`src/design/spq_pkg.sv`:
```
// Shared types, constants and helpers for the sorted priority queue.
package spq_pkg;

  localparam int unsigned DEPTH     = 16;
  localparam int unsigned CNT_W     = $clog2(DEPTH + 1);
  localparam int unsigned OUT_CNT_W = 5;

  localparam logic signed [15:0] PRIO_MIN_RST = 16'sd0;
  localparam logic signed [15:0] PRIO_MAX_RST = 16'sd100;

  typedef enum logic [1:0] {
    OP_INSERT = 2'd0,
    OP_REMOVE = 2'd1,
    OP_PEEK   = 2'd2,
    OP_SEARCH = 2'd3
  } op_e;

  typedef enum logic [2:0] {
    ST_OK       = 3'd0,
    ST_EMPTY    = 3'd1,
    ST_FULL     = 3'd2,
    ST_RANGE    = 3'd3,
    ST_NOTFOUND = 3'd4
  } status_e;

  typedef enum logic [0:0] {
    CFG_PRIO_MIN = 1'b0,
    CFG_PRIO_MAX = 1'b1
  } cfg_idx_e;

  typedef enum logic [2:0] {
    S_IDLE = 3'b001,
    S_EXEC = 3'b010,
    S_RESP = 3'b100
  } state_e;

  // per-cycle command broadcast to every cell
  typedef struct packed {
    logic ins_en;
    logic pop_en;
  } cell_ctl_t;

  // count or position squeezed into the 5-bit result fields
  function automatic logic [OUT_CNT_W-1:0] to_out_cnt(input logic [CNT_W-1:0] v);
    logic [CNT_W+OUT_CNT_W-1:0] t;
    t = {{OUT_CNT_W{1'b0}}, v};
    return t[OUT_CNT_W-1:0];
  endfunction

endpackage

```
`src/design/spq_cell.sv`:
```
// One storage cell: holds an entry and shifts with its neighbors.
module spq_cell (
  input  logic               clk_i,
  input  spq_pkg::cell_ctl_t ctl_i,
  input  logic               occ_i,
  input  logic signed [31:0] new_value_i,
  input  logic signed [15:0] new_prio_i,
  input  logic               left_gt_i,
  input  logic signed [31:0] left_value_i,
  input  logic signed [15:0] left_prio_i,
  input  logic signed [31:0] right_value_i,
  input  logic signed [15:0] right_prio_i,
  output logic signed [31:0] value_o,
  output logic signed [15:0] prio_o,
  output logic               gt_o,
  output logic               hit_o
);
  import spq_pkg::*;

  logic signed [31:0] value_q, value_d;
  logic signed [15:0] prio_q, prio_d;

  // stored entry outranks the incoming one: it stays put
  assign gt_o  = occ_i && (prio_q > new_prio_i);
  assign hit_o = occ_i && (value_q == new_value_i);

  always_comb begin
    value_d = value_q;
    prio_d  = prio_q;
    if (ctl_i.ins_en && !gt_o) begin
      if (left_gt_i) begin
        value_d = new_value_i;
        prio_d  = new_prio_i;
      end else begin
        value_d = left_value_i;
        prio_d  = left_prio_i;
      end
    end else if (ctl_i.pop_en) begin
      value_d = right_value_i;
      prio_d  = right_prio_i;
    end
  end

  always_ff @(posedge clk_i) begin
    value_q <= value_d;
    prio_q  <= prio_d;
  end

  assign value_o = value_q;
  assign prio_o  = prio_q;

endmodule

```
`src/design/spq_chain.sv`:
```
// Row of storage cells wired head to tail.
module spq_chain (
  input  logic                      clk_i,
  input  spq_pkg::cell_ctl_t        ctl_i,
  input  logic [spq_pkg::CNT_W-1:0] count_i,
  input  logic signed [31:0]        new_value_i,
  input  logic signed [15:0]        new_prio_i,
  output logic signed [31:0]        head_value_o,
  output logic signed [15:0]        head_prio_o,
  output logic [spq_pkg::DEPTH-1:0] hit_o
);
  import spq_pkg::*;

  logic signed [31:0] value [DEPTH];
  logic signed [15:0] prio  [DEPTH];
  logic [DEPTH-1:0]   gt;

  for (genvar i = 0; i < DEPTH; i++) begin : g_cell
    logic               occ;
    logic               left_gt;
    logic signed [31:0] left_value, right_value;
    logic signed [15:0] left_prio, right_prio;

    assign occ = CNT_W'(i) < count_i;

    if (i == 0) begin : g_head
      assign left_gt    = 1'b1;
      assign left_value = new_value_i;
      assign left_prio  = new_prio_i;
    end else begin : g_body
      assign left_gt    = gt[i-1];
      assign left_value = value[i-1];
      assign left_prio  = prio[i-1];
    end

    if (i == DEPTH - 1) begin : g_tail
      assign right_value = value[i];
      assign right_prio  = prio[i];
    end else begin : g_mid
      assign right_value = value[i+1];
      assign right_prio  = prio[i+1];
    end

    spq_cell u_cell (
      .clk_i         (clk_i),
      .ctl_i         (ctl_i),
      .occ_i         (occ),
      .new_value_i   (new_value_i),
      .new_prio_i    (new_prio_i),
      .left_gt_i     (left_gt),
      .left_value_i  (left_value),
      .left_prio_i   (left_prio),
      .right_value_i (right_value),
      .right_prio_i  (right_prio),
      .value_o       (value[i]),
      .prio_o        (prio[i]),
      .gt_o          (gt[i]),
      .hit_o         (hit_o[i])
    );
  end

  assign head_value_o = value[0];
  assign head_prio_o  = prio[0];

endmodule

```
`src/design/sorted_priority_queue_top.sv`:
```
// Sorted priority queue: sequencer, config registers and cell chain.
// Flow: an accepted item passes the execute step in the cell chain, then the respond
//   step, which resolves the response and registers the result.
// The sequencer takes a new item only in idle, after the last result is registered;
//   a result not yet taken holds the respond step.
// Reset: count, sequencer and output valid clear; priority_min = 0 and
//   priority_max = 100; stored entries are not cleared (never read when empty).
module sorted_priority_queue_top (
  input  logic                clk_i,
  input  logic                rst_ni,
  // item input
  input  logic                in_valid_i,
  output logic                in_ready_o,
  input  logic [1:0]          operation_i,
  input  logic signed [31:0]  value_i,
  input  logic signed [15:0]  priority_req_i,
  // result output
  output logic                out_valid_o,
  input  logic                out_ready_i,
  output logic [2:0]          status_o,
  output logic signed [31:0]  out_value_o,
  output logic signed [15:0]  out_priority_o,
  output logic [4:0]          position_o,
  output logic [4:0]          count_o,
  // config writes
  input  logic                cfg_valid_i,
  output logic                cfg_ready_o,
  input  logic [0:0]          cfg_index_i,
  input  logic signed [15:0]  cfg_data_i
);
  import spq_pkg::*;

  state_e             state_q, state_d;
  logic [CNT_W-1:0]   count_q, count_d;
  logic signed [15:0] pmin_q, pmax_q;

  // latched command
  op_e                op_q;
  logic signed [31:0] val_q;
  logic signed [15:0] pri_q;

  // execute-cycle results
  status_e            st_q;
  logic signed [31:0] res_val_q;
  logic signed [15:0] res_pri_q;
  logic [DEPTH-1:0]   hit_q;

  // output register
  logic               out_valid_q;
  status_e            out_st_q;
  logic signed [31:0] out_val_q;
  logic signed [15:0] out_pri_q;
  logic [4:0]         out_pos_q, out_cnt_q;

  cell_ctl_t          ctl;
  logic signed [31:0] head_value;
  logic signed [15:0] head_prio;
  logic [DEPTH-1:0]   hit;
  logic               in_fire, out_free, in_range, full, empty;
  status_e            st_exec, st_resp;
  logic [CNT_W-1:0]   pos;

  assign in_ready_o  = (state_q == S_IDLE);
  assign in_fire     = in_valid_i && in_ready_o;
  assign out_free    = !out_valid_q || out_ready_i;
  assign cfg_ready_o = 1'b1;

  assign in_range = (pri_q >= pmin_q) && (pri_q <= pmax_q);
  assign full     = (count_q == CNT_W'(DEPTH));
  assign empty    = (count_q == '0);

  // Execute step: decide status and drive the cells.
  always_comb begin
    ctl     = '0;
    st_exec = ST_OK;
    count_d = count_q;
    if (state_q == S_EXEC) begin
      case (op_q)
        OP_INSERT: begin
          // range check wins over the full check
          if (!in_range) begin
            st_exec = ST_RANGE;
          end else if (full) begin
            st_exec = ST_FULL;
          end else begin
            ctl.ins_en = 1'b1;
            count_d    = count_q + 1'b1;
          end
        end
        OP_REMOVE: begin
          if (empty) begin
            st_exec = ST_EMPTY;
          end else begin
            ctl.pop_en = 1'b1;
            count_d    = count_q - 1'b1;
          end
        end
        OP_PEEK: begin
          if (empty) st_exec = ST_EMPTY;
        end
        OP_SEARCH: begin
          st_exec = empty ? ST_EMPTY : ST_NOTFOUND;
        end
        default: st_exec = ST_OK;
      endcase
    end
  end

  // first hit from the head
  always_comb begin
    pos = '0;
    for (int i = DEPTH - 1; i >= 0; i--) begin
      if (hit_q[i]) pos = CNT_W'(i + 1);
    end
  end

  assign st_resp = (st_q == ST_NOTFOUND && |hit_q) ? ST_OK : st_q;

  always_comb begin
    state_d = state_q;
    case (state_q)
      S_IDLE:  if (in_fire) state_d = S_EXEC;
      S_EXEC:  state_d = S_RESP;
      S_RESP:  if (out_free) state_d = S_IDLE;
      default: state_d = S_IDLE;
    endcase
  end

  always_ff @(posedge clk_i or negedge rst_ni) begin
    if (!rst_ni) begin
      state_q     <= S_IDLE;
      count_q     <= '0;
      pmin_q      <= PRIO_MIN_RST;
      pmax_q      <= PRIO_MAX_RST;
      out_valid_q <= 1'b0;
    end else begin
      state_q <= state_d;
      count_q <= count_d;
      if (cfg_valid_i && cfg_ready_o) begin
        case (cfg_index_i)
          CFG_PRIO_MIN: pmin_q <= cfg_data_i;
          CFG_PRIO_MAX: pmax_q <= cfg_data_i;
          default:      ;
        endcase
      end
      if (state_q == S_RESP && out_free) begin
        out_valid_q <= 1'b1;
      end else if (out_ready_i) begin
        out_valid_q <= 1'b0;
      end
    end
  end

  // payload registers
  always_ff @(posedge clk_i) begin
    if (in_fire) begin
      op_q  <= op_e'(operation_i);
      val_q <= value_i;
      pri_q <= priority_req_i;
    end
    if (state_q == S_EXEC) begin
      st_q  <= st_exec;
      hit_q <= (op_q == OP_SEARCH) ? hit : '0;
      if ((op_q == OP_REMOVE || op_q == OP_PEEK) && !empty) begin
        res_val_q <= head_value;
        res_pri_q <= head_prio;
      end else begin
        res_val_q <= '0;
        res_pri_q <= '0;
      end
    end
    if (state_q == S_RESP && out_free) begin
      out_st_q  <= st_resp;
      out_val_q <= res_val_q;
      out_pri_q <= res_pri_q;
      out_pos_q <= to_out_cnt(pos);
      out_cnt_q <= to_out_cnt(count_q);
    end
  end

  spq_chain u_chain (
    .clk_i        (clk_i),
    .ctl_i        (ctl),
    .count_i      (count_q),
    .new_value_i  (val_q),
    .new_prio_i   (pri_q),
    .head_value_o (head_value),
    .head_prio_o  (head_prio),
    .hit_o        (hit)
  );

  assign out_valid_o    = out_valid_q;
  assign status_o       = out_st_q;
  assign out_value_o    = out_val_q;
  assign out_priority_o = out_pri_q;
  assign position_o     = out_pos_q;
  assign count_o        = out_cnt_q;

`ifndef NO_ASSERTIONS
  a_count_bound: assert property (@(posedge clk_i) disable iff (!rst_ni)
    count_q <= CNT_W'(DEPTH))
    else $error("entry count beyond depth");
  a_no_ins_full: assert property (@(posedge clk_i) disable iff (!rst_ni)
    ctl.ins_en |-> !full && !ctl.pop_en)
    else $error("insert into full store or with pop");
  a_pop_count: assert property (@(posedge clk_i) disable iff (!rst_ni)
    ctl.pop_en |=> count_q == $past(count_q) - 1'b1)
    else $error("pop did not decrement count");
  a_resp_hold: assert property (@(posedge clk_i) disable iff (!rst_ni)
    (state_q == S_RESP && !out_free) |=> state_q == S_RESP && $stable(out_st_q))
    else $error("response lost while output busy");
`endif

endmodule

```
`config.mk`:
```
export PLATFORM = sky130hd
export DESIGN_NAME = sorted_priority_queue_top
export DESIGN_NICKNAME = d
export VERILOG_FILES = /design/src/design/spq_pkg.sv /design/src/design/spq_cell.sv /design/src/design/spq_chain.sv /design/src/design/sorted_priority_queue_top.sv
export SDC_FILE = /design/constraint.sdc
export NUM_CORES = 2
export LEC_CHECK = 0
export ABC_AREA = 1
export BUFFER_PORTS_ARGS = -buffer_cell sky130_fd_sc_hd__buf_4
export CAP_MARGIN = 0
export CORE_AREA = 8 8 376 378
export CTS_CLUSTER_SIZE = 30
export DETAILED_ROUTE_END_ITERATION = 7
export DIE_AREA = 0 0 384 386
export HOLD_SLACK_MARGIN = 0.1
export PLACE_DENSITY = 0.65
export REMOVE_ABC_BUFFERS = 1
export SKIP_LAST_GASP = 1
export SYNTH_ARGS = -nofsm -noshare
export SYNTH_HDL_FRONTEND = slang
export SYNTH_SLANG_ARGS = --single-unit
```
`constraint.sdc`:
```
create_clock -name clk_i -period 6.7 [get_ports clk_i]
set_input_delay 0.67 -clock clk_i [delete_from_list [all_inputs] [get_ports clk_i]]
set_output_delay 0.67 -clock clk_i [all_outputs]
set_load 0.03 [all_outputs]
```
# Yosys cells after proc, flatten, opt, wreduce, memory -nomap -nowiden
# Cells that the tools add are included.
[classes] mux=125 n_eq_ne=29 n_lt_le_gt_ge=34 reduce_logical=101 bitwise=1 add_sub_neg=2
[ops] op="$mux 32" count=45
[ops] op="$mux 16" count=45
[ops] op="$eq 32x32->1" count=16
[ops] op="$gt 16x16->1" count=16
[ops] op="$logic_and 1x1->1" count=53
[ops] op="$lt 4x5->1 const A" count=8
[ops] op="$reduce_bool 2->1" count=17
[ops] op="$mux 4" count=8
[ops] op="$mux 3" count=8
[ops] op="$lt 3x5->1 const A" count=4
[ops] op="$mux 5" count=4
[ops] op="$logic_not 1->1" count=18
[ops] op="$pmux 3 s3" count=2
[ops] op="$ge 16x16->1" count=1
[ops] op="$le 16x16->1" count=1
[ops] op="$reduce_or 16->1" count=1
[ops] op="$reduce_or 15->1" count=1
[ops] op="$lt 1x5->1 const A" count=2
[ops] op="$lt 2x5->1 const A" count=2
[ops] op="$pmux 5 s2" count=1
[ops] op="$mux 1" count=8
[ops] op="$mux 2" count=4
[ops] op="$ne 2x2->1 const B" count=4
[ops] op="$reduce_or 7->1" count=1
[ops] op="other kinds (17)" count=22
[totals] inputBits=72 register_bits=987 output_inout_bits=64

# Logic depth before layout (Yosys ltp)
[logic_depth] word_depth=15 depth_mapped=22 depth_no_buf=18

# Modules after synthesis
# A second synthesis with hierarchy kept.
[unflattened] hier_cells=8094 area_unflattened_um2=65984.5
[modules_own_cells] module="spq_cell at u_chain.g_cell[1].u_cell ..." area_per_inst_um2=3540.9 cells_each=462 seq_area_each_um2=1441.4 n_inst=9
[modules_own_cells] module="spq_cell at u_chain.g_cell[0].u_cell ..." area_per_inst_um2=3578.4 cells_each=452 seq_area_each_um2=1441.4 n_inst=7
[modules_own_cells] module="sorted_priority_queue_top" area_per_inst_um2=8909.8 cells_each=735 seq_area_each_um2=6376.1 n_inst=1
[modules_own_cells] module="spq_chain" area_per_inst_um2=157.7 cells_each=37 seq_area_each_um2=0.0 n_inst=1

# Worst setup path before layout
# No wires, ideal clock.
[synth_path] kind="in2reg" start="in in_valid_i" end="reg op_q[0] (enable)" cell_stages=2 t_arrival_ns=5.456 setup_slack_ns=0.662 setup_ns=0.582 n_path_buf=0 cell_sequence="inv_1 > nor4_1"
[synth_via] elab_chain_cells=1
[synth_lines] element="start: declaration" line="sorted_priority_queue_top.sv:12" text="input logic in_valid_i,"
[synth_lines] element="$logic_and 1x1->1" line="sorted_priority_queue_top.sv:64" text="assign in_fire = in_valid_i && in_ready_o;"
[synth_lines] element="named net in_fire" line="sorted_priority_queue_top.sv:59" text="logic in_fire, out_free, in_range, full, empty;"
[synth_lines] element="end signal: assignment" line="sorted_priority_queue_top.sv:157" text="op_q <= op_e'(operation_i);"
[synth_lines] element="end: declaration" line="sorted_priority_queue_top.sv:38" text="op_e op_q;"
# The timed path passes the listed nets, and every way through them passes these cells.
# A chain may end at the register's enable or synchronous reset.

# Final worst setup path
[layout_path] start="reg pri_q[1]" end="reg u_chain.g_cell[9].u_cell.value_q[29] (data pin)"
[layout_via] elab_chain_cells=7 elab_cells_between_ends=14
[layout_lines] element="start: declaration" line="sorted_priority_queue_top.sv:40" text="logic signed [15:0] pri_q;"
[layout_lines] element="start signal: assignment" line="sorted_priority_queue_top.sv:159" text="pri_q <= priority_req_i;"
[layout_lines] element="$ge 16x16->1 / $le 16x16->1 (equally long branches)" line="sorted_priority_queue_top.sv:68" text="assign in_range = (pri_q >= pmin_q) && (pri_q <= pmax_q);"
[layout_lines] element="$logic_and 1x1->1" line="sorted_priority_queue_top.sv:68"
[layout_lines] element="$mux 1" line="sorted_priority_queue_top.sv:81" text="if (!in_range) begin"
[layout_lines] element="$mux 1" line="sorted_priority_queue_top.sv:78" text="case (op_q)"
[layout_lines] element="$mux 2" line="sorted_priority_queue_top.sv:77" text="if (state_q == S_EXEC) begin"
[layout_lines] element="$logic_and 1x1->1" line="spq_cell.sv:30" text="if (ctl_i.ins_en && !gt_o) begin"
[layout_lines] element="$mux 32 (*)" line="spq_cell.sv:30"
[layout_lines] element="named net u_chain.g_cell[9].u_cell.value_d[29]" line="spq_cell.sv:20" text="logic signed [31:0] value_q, value_d;"
[layout_lines] element="end signal: assignment" line="spq_cell.sv:45" text="value_q <= value_d;"
[layout_lines] element="end: declaration" line="spq_cell.sv:20"
# The timed path passes the listed nets; every way through them passes the cells marked *.

==> impl_metrics.csv <==
group,metric,value,unit
sta,fin_skew,0.0372,ns
sta,setup_ws,2.20,ns
global_routing,grt_overflow,0,
sta,setup_tns,0,ns
sta,max_freq,222,MHz
logic_synthesis,synth_seq_area_share,48.6,%
clock_network,cts_root_buf,"clkbuf_16",
critical_path,required,7.31,ns
critical_path,crit_path_end_kind,"register",
clock_network,clkSlewWorstSetupHoldPaths,0.06,ns
clock_network,cts.sinks,987,
clock_network,htreeDepth,3,
sta,relSlewSlack,11.6,%
finish,ff_latch_area,29400,um^2
critical_path,criticalPathCategory,"register to register",
logic_synthesis,async_reset_ff_share,4.15,%
sta,fin_crit,4.50,ns
logic_synthesis,synth_top_family_by_area,"simple AND/OR/NAND/NOR gates",
floorplanning,coreArea,135000,um^2
logic_synthesis,muxShareOfSynthArea,0,%
drt,wl_met2,89.7,mm
drt,drt_iter0_markers,6779,
job,maxCapViolCount,0,
floorplanning,rows,135,
finish,multi_input_area,28200,um^2
logic_synthesis,yosysTopAreaCellShare,46.9,%
drt,routed-wl-met3,19.5,mm
floorplanning,start_util,44.8,%
hold_path,hp-class,"input pin to register",
power_and_ir_drop,power.total,21.0,mW
drt,ant_nets,0,
logic_synthesis,yosys_warnings,0,
drt,wl_per_cell,22.1,um
drt,routed_wl,207,mm
power_and_ir_drop,irDropWorstVdd,0.000281,V
logic_synthesis,synth.avg_cell_area,8.05,um^2
placement,place_ws,2.32,ns
logic_synthesis,synth_edf_count,946,
critical_path,slowest_delay,0.86,ns
global_routing,grt_max_degree,98,
sta,final-max-slew-violation-count,0,
placement,hpwl,148,mm
sta,rsz0062_at_grt,"no",
critical_path,critPathArrivalTime,5.12,ns
clock_network,clk_latency,0.75,ns
sta,setup_viol,0,
drt,drtPass1Iterations,8,
logic_synthesis,synth_xor_area_share,1.56,%
drt,wl_met1,88.5,mm
finish,nets,7847,
placement,gp_congestion,0.954,
floorplanning,ios,136,
critical_path,path_cells,"inv_1 -> buf_4 -> ha_1 -> inv_1 -> nor2_1 -> nor2_1 -> o21ai_0 -> nand2_1 -> nand2_1 -> nand2_1 -> nand2_1 -> nand2_1 -> nand3_4 -> buf_4 -> inv_1 -> nor2_4 -> nand2_1 -> nand2_1",
critical_path,crit_slowest_cell,"nor2_4",
finish,utilization,50.0,%
floorplanning,die_h,386,um
sta,worstMarginPinSlew,1.29,ns
sta,final-hold-violation-count,0,
finish,n_fill_cell,13000,
finish,design_area,67400,um^2
drt,num_vias,53300,
floorplanning,dieArea,148000,um^2
drt,top_layer_used,"met5",
global_routing,grt_pass1_vias,50700,
critical_path,cp-start-kind,"register",
critical_path,crit_fanout,97,
clock_network,cts_max_path_buffers,3,
power_and_ir_drop,power_density,312,nW/um^2
logic_synthesis,synth.ff_latch_count,987,
drt,viasPerCell,5.69,
global_routing,antenna_found_initial,8,
logic_synthesis,synthTopCellsByArea,"edfxtp_1, nand2_1, o21ai_0, ha_1, clkbuf_1",
logic_synthesis,synth_cell_types,53,
logic_synthesis,synthSimpleGateAreaFrac,26.0,%
logic_synthesis,ys_dominant_reg_cell,"edfxtp_1",
placement,place_area,63100,um^2
clock_network,cts_tree,"yes",
finish,drive_gt1_share,7.55,%
outcome,status,"finished clean",
finish,area_delta_synth_final,11.4,%
power_and_ir_drop,p_leak,29.4,nW
critical_path,path_common_cell,"nand2_1",
global_routing,grtUsageTotal,27.0,%
clock_network,numCtsBuffers,111,
logic_synthesis,syn_area,60500,um^2
logic_synthesis,synthAdderAreaFrac,6.08,%
global_routing,grt_pass1_wl,313,mm
sta,min_period_over_period,67.2,%
logic_synthesis,synth_top_area_cell,"edfxtp_1",
drt,drc,0,
placement,port_buffers,134,
logic_synthesis,postSynthCellCount,7521,
floorplanning,fp.dieW,384,um
logic_synthesis,synth_compound_area_share,12.4,%
-- flip-flops by register name (all words and copies together) (netlist names), 5 cells and up --
name	flops
count_q	5
out_priority_o	16
pmax_q	16
res_pri_q	16
out_value_o	32
res_val_q	32
u_chain.g_cell.u_cell.value_o	512
pmin_q	16
count_o	5
u_chain.g_cell.u_cell.prio_o	256
pri_q	16
val_q	32
hit_q	16
position_o	5
-- placed cells by master, fill, tap and decap left out, drive strengths merged, types with 60 or more instances in the layout --
cell type / n
a21oi: 135
buf: 269
clkbuf: 131
clkinv: 60
edfxtp: 946
ha: 294
inv: 299
nand2: 3466
nand3: 107
nor2: 235
nor4: 71
o21ai: 935
o22ai: 97
-- kinds of logic (layout without fill, tap and decap cells) --
group,after synthesis,in the layout
buffers and inverters,779,836
xor gates and xnor gates,108,108
other,1,3
and+or+nand+nor,4000,4000
AOI/OAI and AO/OA,1352,1352
DFF,987,987
adders and majority gates,294,294
-- final timing paths --
path | start | endpoint | slack [ns] | cells past startpoint
worst max-delay path | pri_q[1] | u_chain.g_cell[9].u_cell.value_o[29] | 2.20 | 18
worst min-delay path | cfg_data_i[2] | pmax_q[2] | 0.18 | 3
worst max register to register | pri_q[1] | u_chain.g_cell[9].u_cell.value_o[29] | 2.20 | 18
worst min register to register | res_pri_q[15] | out_priority_o[15] | 0.41 | 0
max in group asynchronous | rst_ni | pmax_q[7] | 5.78 | 2
min in group asynchronous | rst_ni | out_valid_o | 0.46 | 2
-- per-layer routing --
layer | track usage [%] | vias up
met5 | 0 | -
met4 | 10.8 | 4
met3 | 5.04 | 496
met2 | 41.7 | 2776
met1 | 37.5 | 24800
li1 | - | 25200
-- area by class of cell --
| cell class | count | share of cell area [%] |
|---|---|---|
| sequential | 987 | 43.7 |
| multi-input combinational | 5755 | 41.8 |
| clock buffer | 131 | 4.31 |
| timing repair buffer | 320 | 3.83 |
| tap | 1781 | 3.31 |
| inverter | 306 | 1.70 |
| clock inverter | 79 | 1.39 |
| antenna | 2 | 0.00742 |
-- repair_timing --
item,CTS,global route
hold buffers,51,0
endpoints found under the hold margin,87,0
buffers inserted,0,0
gates resized for setup,0,0
setup endpoints to repair,0,0
-- where the power goes --
| group | switching [mW] | leakage, nW | internal [mW] |
|---|---|---|---|
| sequential | 0.519 | 9.07 | 7.40 |
| clock | 2.70 | 1.87 | 3.83 |
| combinational | 4.76 | 18.5 | 1.80 |
| total | 7.98 | 29.4 | 13.0 |
-- cells in the mapped netlist (13+ instances only) --
library cell / n
edfxtp_1: 946
buf_2: 113
a221oi_1: 39
nor3_1: 15
a22o_1: 54
or2_2: 48
nand2_1: 3466
o21ai_0: 934
nand4_1: 46
ha_1: 294
nor4_1: 71
buf_1: 19
xor2_1: 55
a21oi_1: 135
a31oi_1: 21
nor2_1: 224
dfrtp_1: 37
a211oi_1: 16
nand3_1: 96
inv_1: 293
clkbuf_1: 299
xnor2_1: 53
buf_4: 37
o21a_1: 13
o22ai_1: 97
-- through the flow --
stage	hold slack, ns	std cells
floorplan	0.374	7048
global placement	0.401	9098
detailed placement	0.405	9098
CTS	0.131	9359
global route	0.181	9359
finish	0.182	9361
-- worst max-delay path: cells and delay by family (launching register included) --
kind                       cells  cell delay, ns
adders and majority gates      1            0.19
buffers and inverters          5            1.79
AOI/OAI and AO/OA              1            0.17
and+or+nand+nor               11            1.69
DFF                            1            0.47
Note: power is estimated with default switching activity, not from simulation.
